File: config.mk
export PLATFORM = sky130hd
export DESIGN_NAME = chm_ctrl
export DESIGN_NICKNAME = d
export VERILOG_FILES = /design/src/chm_pkg.sv /design/src/chm_ctrl.sv
export VERILOG_INCLUDE_DIRS = /design/src /design/src/src
export SDC_FILE = /design/constraint.sdc
export NUM_CORES = 1
export LEC_CHECK = 0
export BUFFER_PORTS_ARGS = -buffer_cell sky130_fd_sc_hd__buf_2
export CORE_AREA = 5 5 42 44
export DETAILED_ROUTE_END_ITERATION = 10
export DIE_AREA = 0 0 47 49
export PLACE_DENSITY = 0.76
export SYNTH_ARGS = -nofsm -noshare
export SYNTH_HDL_FRONTEND = slang
export SYNTH_SLANG_ARGS = --single-unit
File: constraint.sdc
create_clock -name i_clk -period 1.3 [get_ports i_clk]
set_input_delay 0.26 -clock i_clk [delete_from_list [all_inputs] [get_ports i_clk]]
set_output_delay 0.26 -clock i_clk [all_outputs]
set_load 0.02 [all_outputs]
File: src/chained_hash_map_16bit_key_defines.svh
// Assertion macros shared by the hash map modules.
`ifndef CHAINED_HASH_MAP_16BIT_KEY_DEFINES_SVH
`define CHAINED_HASH_MAP_16BIT_KEY_DEFINES_SVH

// Same-cycle implication, checked outside reset.
`define CHM_ASSERT_IMP(lbl, ante, cons, msg) \
    lbl: assert property (@(posedge i_clk) disable iff (!i_rst_n) (ante) |-> (cons)) \
        else $error(msg);

// Next-cycle implication, checked outside reset.
`define CHM_ASSERT_NXT(lbl, ante, cons, msg) \
    lbl: assert property (@(posedge i_clk) disable iff (!i_rst_n) (ante) |=> (cons)) \
        else $error(msg);

`endif

File: src/chm_pkg.sv
// Types and constants of the chained hash map.
package chm_pkg;

    // request codes
    localparam logic REQ_LOOKUP = 1'b0;
    localparam logic REQ_INSERT = 1'b1;

    // result status codes
    localparam logic [1:0] ST_OK   = 2'd0;
    localparam logic [1:0] ST_MISS = 2'd1;
    localparam logic [1:0] ST_FULL = 2'd2;

    // hash of up to five digits stays below 2^26
    localparam int HASH_W    = 26;
    // remainder: reciprocal quotient, registered, then multiply back and subtract
    localparam int MOD_STEPS = 2;
    localparam int MAX_DIGITS = 5;

    // x / 10 == (x * DIV10_MUL) >> DIV10_SHIFT for every 16-bit x
    localparam logic [15:0] DIV10_MUL   = 16'hCCCD;
    localparam int          DIV10_SHIFT = 19;
    localparam logic [5:0]  ASCII_ZERO  = 6'd48;

    typedef struct packed {
        logic        req_type;
        logic [15:0] key;
        logic [15:0] value_handle;
    } t_in_word;

    typedef struct packed {
        logic        found;
        logic [15:0] value_out;
        logic [1:0]  status;
    } t_out_word;

    typedef enum logic [3:0] {
        S_CLEAR,
        S_IDLE,
        S_DIGIT,
        S_FOLD,
        S_MOD,
        S_HEAD,
        S_LINK,
        S_CMP,
        S_ACT,
        S_OUT
    } t_state;

    // controller to datapath
    typedef struct packed {
        logic clr;
        logic load;
        logic digit;
        logic fold;
        logic mod_step;
        logic head_rd;
        logic at_head;
        logic at_node;
        logic follow;
        logic hit;
        logic miss;
        logic act;
        logic emit;
    } t_cmd;

    // datapath to controller
    typedef struct packed {
        logic clr_last;
        logic digit_last;
        logic fold_last;
        logic mod_last;
        logic link_null;
        logic key_match;
        logic out_free;
    } t_sts;

endpackage

File: src/chm_ctrl.sv
// Request sequencer of the hash map.
`include "chained_hash_map_16bit_key_defines.svh"

module chm_ctrl (
    input  logic          i_clk,
    input  logic          i_rst_n,
    input  logic          i_in_valid,
    output logic          o_in_stall,
    input  chm_pkg::t_sts i_sts,
    output chm_pkg::t_cmd o_cmd
);

    chm_pkg::t_state r_state;
    chm_pkg::t_state n_state;

    // state register
    always_ff @(posedge i_clk) begin
        if (!i_rst_n) begin
            r_state <= chm_pkg::S_CLEAR;
        end else begin
            r_state <= n_state;
        end
    end

    // next state
    always_comb begin
        n_state = r_state;
        unique case (r_state)
            chm_pkg::S_CLEAR: if (i_sts.clr_last) n_state = chm_pkg::S_IDLE;
            chm_pkg::S_IDLE:  if (i_in_valid) n_state = chm_pkg::S_DIGIT;
            chm_pkg::S_DIGIT: if (i_sts.digit_last) n_state = chm_pkg::S_FOLD;
            chm_pkg::S_FOLD:  if (i_sts.fold_last) n_state = chm_pkg::S_MOD;
            chm_pkg::S_MOD:   if (i_sts.mod_last) n_state = chm_pkg::S_HEAD;
            chm_pkg::S_HEAD:  n_state = chm_pkg::S_LINK;
            chm_pkg::S_LINK: begin
                n_state = i_sts.link_null ? chm_pkg::S_ACT : chm_pkg::S_CMP;
            end
            chm_pkg::S_CMP: begin
                if (i_sts.key_match || i_sts.link_null) n_state = chm_pkg::S_ACT;
            end
            chm_pkg::S_ACT:   n_state = chm_pkg::S_OUT;
            chm_pkg::S_OUT:   if (i_sts.out_free) n_state = chm_pkg::S_IDLE;
            default:          n_state = chm_pkg::S_IDLE;
        endcase
    end

    // commands
    always_comb begin
        o_cmd = '0;
        o_in_stall = 1'b1;
        unique case (r_state)
            chm_pkg::S_CLEAR: o_cmd.clr = 1'b1;
            chm_pkg::S_IDLE: begin
                o_in_stall = 1'b0;
                o_cmd.load = i_in_valid;
            end
            chm_pkg::S_DIGIT: o_cmd.digit = 1'b1;
            chm_pkg::S_FOLD:  o_cmd.fold = 1'b1;
            chm_pkg::S_MOD:   o_cmd.mod_step = 1'b1;
            chm_pkg::S_HEAD:  o_cmd.head_rd = 1'b1;
            chm_pkg::S_LINK: begin
                o_cmd.at_head = 1'b1;
                o_cmd.follow  = !i_sts.link_null;
                o_cmd.miss    = i_sts.link_null;
            end
            chm_pkg::S_CMP: begin
                o_cmd.at_node = 1'b1;
                o_cmd.hit     = i_sts.key_match;
                o_cmd.miss    = !i_sts.key_match && i_sts.link_null;
                o_cmd.follow  = !i_sts.key_match && !i_sts.link_null;
            end
            chm_pkg::S_ACT: o_cmd.act = 1'b1;
            chm_pkg::S_OUT: o_cmd.emit = i_sts.out_free;
            default: o_cmd = '0;
        endcase
    end

    `CHM_ASSERT_NXT(a_accept_starts_hash, i_in_valid && !o_in_stall, r_state == chm_pkg::S_DIGIT, "accepted word did not start hashing")
    `CHM_ASSERT_IMP(a_emit_needs_room, o_cmd.emit, i_sts.out_free, "result emitted into a full output register")
    `CHM_ASSERT_IMP(a_walk_single_outcome, o_cmd.at_node, $onehot({o_cmd.hit, o_cmd.miss, o_cmd.follow}), "chain walk took no or several outcomes")

endmodule

[After elaboration in Yosys (flattened, before gate mapping)]
Cells that the tools add are included.
Word-level totals
  register bits: 4
  input bits: 10
  output and inout port bits: 14
  logic and storage cells: 47
Cells by class
  eq/ne operators: 16
  mux-type cells: 23
  reduce and logical (&&, ||, !) cells: 7
Operators by type and width (number)
  case mux 4 bit (10 select lines): 1
  2-to-1 mux 4 bit: 8
  equality test 4 x 3 -> 1 bit, second input constant: 4
  != test 2 bit, second input constant: 7
  2-to-1 mux 1 bit: 12
  equality test 4 x 2 -> 1 bit, second input constant: 2
  equality test 4 bit, second input constant: 2
  AND reduction 7 bit: 1
  equality test 4 x 1 -> 1 bit, second input constant: 1
  logical NOT 4 bit: 1
  case mux 1 bit (2 select lines): 2
  logical AND 1 bit: 2
  logical NOT 1 bit: 2
  logical OR 1 bit: 1

[Logic depth before layout (Yosys ltp)]
Gate-level depths: netlist of run 1.
  word-level depth: 3
  depth in mapped cells: 5
  gate-level depth less buffers: 4

[Worst setup path before layout of run 1]
Ideal clock, no wire load.
  kind: flip-flop to output port
  start: reg r_state[2]
  end: out o_cmd[2] in the netlist's numbering
  data arrival time: 1772 ps
  data required time: 1040 ps
  slack: -732 ps
  cell stages (with the launch flop): 4
  buffers on the path: 1
  cells stage by stage: dfxtp_1 > buf_2 > nand2_1 > a2111oi_0
RTL lines
  from (decl): RTL line chm_ctrl.sv:13  | chm_pkg::t_state r_state;
  from (signal assigned): RTL line chm_ctrl.sv:19  | r_state <= chm_pkg::S_CLEAR;
  from (signal assigned): RTL line chm_ctrl.sv:21  | r_state <= n_state;
  to (decl): RTL line chm_ctrl.sv:10  | output chm_pkg::t_cmd o_cmd

[Worst setup path in the final report of run 1]
  start: reg r_state[0]
  end: reg r_state[0]
Between the ends
  word-level cells in the longest chain between the ends: 3
  elaborated cells between the ends (all ways): 19
  classes of those cells: 16 x eq/ne; 1 x mux; 2 x reduce/logical
Ends and longest elaborated chain
  equality test 4 x 3 -> 1 bit, or another cell as far along: RTL line chm_ctrl.sv:28  | unique case (r_state)
  != test 2 bit (no source line)
  AND reduction 7 bit (no source line)
Parallel ways exist; a longest one is shown, timed or not.
A chain may end at the register's enable or synchronous reset.

==> results.sh, run 1 <==
export IMPL_core_area_um2=1401
export IMPL_dieArea_um2=2303
export IMPL_synth_nets=74
export IMPL_clk_pin_slew_ns=0.04
export IMPL_routed_via_density=5.689
export IMPL_fin_crit_sh=1.240
export IMPL_fp_dieH_um=49
export IMPL_ys_ff_latch=4
export IMPL_fin_crit_ns=1.612
export IMPL_slew_headroom=0.6942
export IMPL_reg_top3="r_state: 4 flops"
export IMPL_numPortBuffers=23
export IMPL_synth_seq_area_share=0.1778
export IMPL_fmax_ghz=0.6202
export IMPL_core_rowCount=14
export IMPL_postSynthCellCount=64
export IMPL_place_inst=108
export IMPL_postPlaceCellArea_um2=696.9
export IMPL_path_class="reg2reg"
export IMPL_worstPathRequired_ns=1.44
export IMPL_first_iter_violations=30
export IMPL_rsz0062_at_grt="true"
export IMPL_ios=24
export IMPL_grt_max_degree=14
export IMPL_cp_end_kind="flop"
export IMPL_root_buffer="clkbuf_4"
export IMPL_finalSetupViolations=17
export IMPL_layout_drive_gt1_share=0.7642
export IMPL_dr_total_vias=694
export IMPL_die_w_um=47
export IMPL_fin_nets=118
export IMPL_p_leak_uw=0.0004294
export IMPL_avgSynthCellArea_um2=7.038
export IMPL_synth_warnings=0
export IMPL_worst_ep_arrival_time_ns=1.75
export IMPL_gr_total_overflow=0
export IMPL_ctsHoldBuffers=0
export IMPL_cts_sinks=4
export IMPL_ys_types=29
export IMPL_violations="negative setup slack"
export IMPL_clk_latency_ns=0.25
export IMPL_wl_um=2249
export IMPL_postLayoutSetupSlackWorst_ns=-0.3124
export IMPL_diodes=0
export IMPL_grt_pass1_vias=679
export IMPL_finClkSkew_ns=0.0008631
export IMPL_finalHoldViolCount=0
export IMPL_fin_util=0.8089
export IMPL_wl_per_cell_um=18.43
export IMPL_grt_pass1_wl_um=3049
export IMPL_syn_to_final_growth_pct=151.7
export IMPL_ant_nets=0
export IMPL_clock_path_buffers=2
export IMPL_critPathLaunchType="flop"
export IMPL_synthTopCellsByArea="dfxtp_1, nor2_1, nand2_1"
export IMPL_cts_tree="yes"
export IMPL_irDropWorstVdd_mv=1.161
export IMPL_routabilityCongestion=0.8339
export IMPL_grtUsageTotal=0.1797
export IMPL_largest_register="r_state"
export IMPL_holdWs_ns=0.2920
export IMPL_cts_buffers=3
export IMPL_yosys_area_top_type_share=0.1778
export IMPL_drv_cap=0
export IMPL_htreeDepth=1
export IMPL_path_max_fanout=6
export IMPL_synth_area_um2=450.4
export IMPL_dp_hpwl_um=1142
export IMPL_yosysTopAreaCell="dfxtp_1"
export IMPL_hp_class="in2reg"
export IMPL_status="finished with violations"
export IMPL_power_uw=1992
export IMPL_final_area_um2=1134
export IMPL_antenna_found_initial=0
export IMPL_firstDrtPassIters=4
export IMPL_drc=0
export IMPL_finalNonFillerCells=122
export IMPL_tightest_slew_ns=0.4575
export IMPL_finalMaxSlewViolations=0
export IMPL_start_util=0.3214
export IMPL_largest_reg_flops=4
export IMPL_p_per_area_nw_per_um2=1757
[cell usage after synthesis]
cell type / number
mux2i_1: 2
a31oi_1: 1
buf_2: 2
o31ai_1: 1
or2b_1: 1
nand3b_1: 1
nor2b_1: 1
and3_1: 2
a2111oi_2: 1
nand2b_1: 2
inv_1: 3
a211oi_1: 1
a211o_1: 1
nor3b_1: 3
dfxtp_1: 4
nor4_1: 1
nor2_1: 8
clkbuf_1: 2
nand2_1: 7
and2_1: 1
buf_6: 1
a21oi_1: 2
nor3_1: 5
o31a_1: 2
nor4_2: 1
a2bb2oi_1: 1
a2111oi_0: 3
o21ai_0: 2
nor4b_1: 2
[where the power goes]
group          internal, uW  switching (uW)
clock                   104            61.4
combinational           761             802
sequential              180            83.1
total                  1050             947
[area by class of cell]
cell class | instances | area, um2
Clock buffer | 3 | 22.52
Fill cell | 78 | 267.8
Inverter | 3 | 13.76
Multi-Input combinational cell | 52 | 566.8
Sequential cell | 4 | 95.09
Tap cell | 16 | 20.02
Timing Repair Buffer | 44 | 415.4
[metrics by stage]
step / setup WS [ns] / setup TNS, ns
6_report: -0.3124 / -2.997
5_1_grt: -0.4335 / -3.858
4_1_cts: -0.1772 / -2.160
3_5_place_dp: -0.1592 / -0.4737
3_3_place_gp: -0.08448 / -0.2460
2_1_floorplan: -0.09357 / -0.3504
[cells by family (layout without fill, tap and decap cells)]
logic type,Yosys count,count (layout),synth area share
compound gates,15,15,0.2611
mux,2,2,0.04445
buf+inv,8,50,0.08889
simple gates,35,35,0.4278
flops,4,4,0.1778
[cell usage in the layout, fill, tap and decap left out, types with 3 or more instances in the layout]
master,synthesis,layout
buf_4,0,14
a2111oi_4,0,3
clkbuf_4,0,3
nor2_4,0,4
nor3_4,0,3
buf_2,2,10
dfxtp_4,0,4
nand2_1,7,4
buf_6,1,16
[layer usage]
| metal | GRT usage | up-vias | routed length, um | part of all wire |
|---|---|---|---|---|
| li1 | - | 324 | - | - |
| met1 | 0.2004 | 328 | 936 | 0.42 |
| met2 | 0.2964 | 36 | 1138 | 0.51 |
| met3 | 0.04797 | 6 | 137 | 0.061 |
| met4 | 0.09217 | 0 | 37 | 0.016 |
| met5 | 0 | - | 0 | 0 |
[worst paths after layout]
check,slack (ns),cells after the start,start,endpoint
worst max-delay path,-0.31,5,r_state[0]$_SDFFE_PN0P_,r_state[0]$_SDFFE_PN0P_
worst min-delay path,0.29,2,i_rst_n,r_state[3]$_SDFFE_PN0P_
worst max register to register,-0.31,5,r_state[0]$_SDFFE_PN0P_,r_state[0]$_SDFFE_PN0P_
worst min register to register,0.77,2,r_state[2]$_SDFFE_PN0P_,r_state[2]$_SDFFE_PN0P_
[worst max-delay path, stage by stage (launching register included)]
cell	delay, ns
dfxtp_4	0.35
buf_4	0.16
nor4b_1	0.34
a211o_1	0.29
a2111oi_4	0.11
nor3b_1	0.25
[timing repair]
| action | 4_1_cts | 5_1_grt |
|---|---|---|
| resized for setup | 53 | 26 |
| setup buffers | 7 | 3 |
| setup endpoints to repair | 17 | 17 |
| gates cloned | 0 | 1 |
| pin swaps | 13 | 5 |
| endpoints found under the hold margin | 0 | 0 |
No activity file was read; power rests on OpenSTA's default activity.
==> inputs of run 2 (changes only) <==
--- a/config.mk
+++ b/config.mk
@@ -11,6 +11,7 @@
 export DETAILED_ROUTE_END_ITERATION = 10
 export DIE_AREA = 0 0 47 49
 export PLACE_DENSITY = 0.76
+export REMOVE_ABC_BUFFERS = 1
 export SYNTH_ARGS = -nofsm -noshare
 export SYNTH_HDL_FRONTEND = slang
 export SYNTH_SLANG_ARGS = --single-unit
==> results.sh, run 2 (synthesis gave the netlist of run 1 again) <==
export IMPL_status="finished with violations"
export IMPL_violations="negative setup slack"
export IMPL_gr_total_overflow=0
export IMPL_routabilityCongestion=0.8259
export IMPL_tightest_slew_ns=0.3737
export IMPL_cts_buffers=3
export IMPL_holdWs_ns=0.3048
export IMPL_diodes=0
export IMPL_dp_hpwl_um=1104
export IMPL_final_cell_mix="buf_4, buf_2, buf_6, nor2_4, nand2_1"
export IMPL_worstPathRequired_ns=1.43
export IMPL_grt_pass1_wl_um=2711
export IMPL_first_iter_violations=10
export IMPL_final_seq_area_um2=92.59
export IMPL_slowest_delay_ns=0.38
export IMPL_largest_reg_flops=4
export IMPL_clk_pin_slew_ns=0.04
export IMPL_rsz0062_at_grt="true"
export IMPL_wl_met2_um=1042
export IMPL_die_w_um=47
export IMPL_grtUsageTotal=0.1575
export IMPL_path_class="reg2reg"
export IMPL_wl_um=1982
export IMPL_postLayoutSetupSlackWorst_ns=-0.2486
export IMPL_top_layer="met4"
export IMPL_drc=0
export IMPL_fin_setup_tns_ns=-2.674
export IMPL_fmax_ghz=0.6457
export IMPL_met1_length_um=693
export IMPL_crit_chain="or2b_4 -> buf_4 -> nor4_4 -> o31ai_2 -> mux2i_1"
export IMPL_fp_dieH_um=49
export IMPL_worst_ep_arrival_time_ns=1.68
export IMPL_dr_total_vias=676
export IMPL_start_util=0.3214
export IMPL_drv_cap=0
export IMPL_finalHoldViolCount=0
export IMPL_reg_top3="r_state: 4 flops"
export IMPL_critPathLaunchType="flop"
export IMPL_cts_sinks=4
export IMPL_p_per_area_nw_per_um2=1784
export IMPL_r2r_setup_slack_ns=-0.25
export IMPL_fin_nets=116
export IMPL_ios=24
export IMPL_layout_commonest_cell="buf_4"
export IMPL_layout_drive_gt1_share=0.7404
export IMPL_worst_path_max_delay_cell="dfxtp_4"
export IMPL_hp_class="in2reg"
export IMPL_slew_headroom=0.7504
export IMPL_clk_latency_ns=0.24
export IMPL_fill_cells=97
export IMPL_crit_family="simple AND/OR/NAND/NOR gates"
export IMPL_irDropWorstVdd_mv=1.210
export IMPL_dieArea_um2=2303
export IMPL_root_buffer="clkbuf_4"
export IMPL_syn_to_final_growth_pct=127.5
export IMPL_path_buf_inv=1
export IMPL_grt_max_degree=14
export IMPL_core_rowCount=14
export IMPL_cts_tree="yes"
export IMPL_grt_pass1_vias=587
export IMPL_finClkSkew_ns=0.009176
export IMPL_cp_end_kind="flop"
export IMPL_antenna_found_initial=0
export IMPL_post_place_ws_ns=-0.2111
export IMPL_numPortBuffers=23
export IMPL_fin_util=0.7313
export IMPL_clock_path_buffers=2
export IMPL_finalSetupViolations=17
export IMPL_finalMaxSlewViolations=0
export IMPL_multi_input_area_um2=538.0
export IMPL_firstDrtPassIters=5
export IMPL_htreeDepth=1
export IMPL_core_area_um2=1401
export IMPL_wl_met3_um=172
export IMPL_fin_crit_ns=1.549
export IMPL_routed_via_density=5.633
export IMPL_ant_nets=0
export IMPL_wl_per_cell_um=16.52
export IMPL_largest_register="r_state"
export IMPL_path_max_fanout=6
export IMPL_fin_crit_sh=1.191
export IMPL_p_leak_uw=0.0004264
==> run 2: stage by stage <==
step	area, um2	total power [uW]	instances
final	1025	1828	120
after global routing	1025	1940	120
after CTS	775.7	1368	114
after detailed placement	654.4	1041	111
after global placement	654.4	1023	111
after floorplan	421.7	716.4	59
==> run 2: area by class of cell <==
type,instances,area share
inverter,3,0.01587
multi-input combinational,52,0.5250
tap,16,0.01954
clock buffer,3,0.02198
sequential,4,0.09035
timing repair buffer,42,0.3272
==> run 2: per-layer routing <==
metal | up-vias | track usage
met1 | 308 | 0.2101
li1 | 320 | -
met4 | 0 | 0.06912
met3 | 8 | 0.04428
met5 | - | 0
met2 | 40 | 0.2285
==> run 2: what timing repair did <==
action	CTS	global route
setup buffers	0	6
gates cloned	0	0
gates resized for setup	33	45
hold buffers	0	0
pin swaps	6	11
setup endpoints to repair	17	18
==> run 2: power breakdown <==
| group | switching [uW] | internal (uW) | total (uW) |
|---|---|---|---|
| clock network | 50.6 | 103 | 154 |
| registers | 101 | 181 | 283 |
| logic | 718 | 674 | 1390 |
==> run 2: worst paths after layout <==
| check | depth (start not counted) | from | endpoint |
|---|---|---|---|
| worst min register to register | 2 | r_state[3]$_SDFFE_PN0P_ | r_state[0]$_SDFFE_PN0P_ |
| worst max-delay path | 5 | r_state[0]$_SDFFE_PN0P_ | r_state[1]$_SDFFE_PN0P_ |
| worst max register to register | 5 | r_state[0]$_SDFFE_PN0P_ | r_state[1]$_SDFFE_PN0P_ |
| worst min-delay path | 2 | i_rst_n | r_state[2]$_SDFFE_PN0P_ |
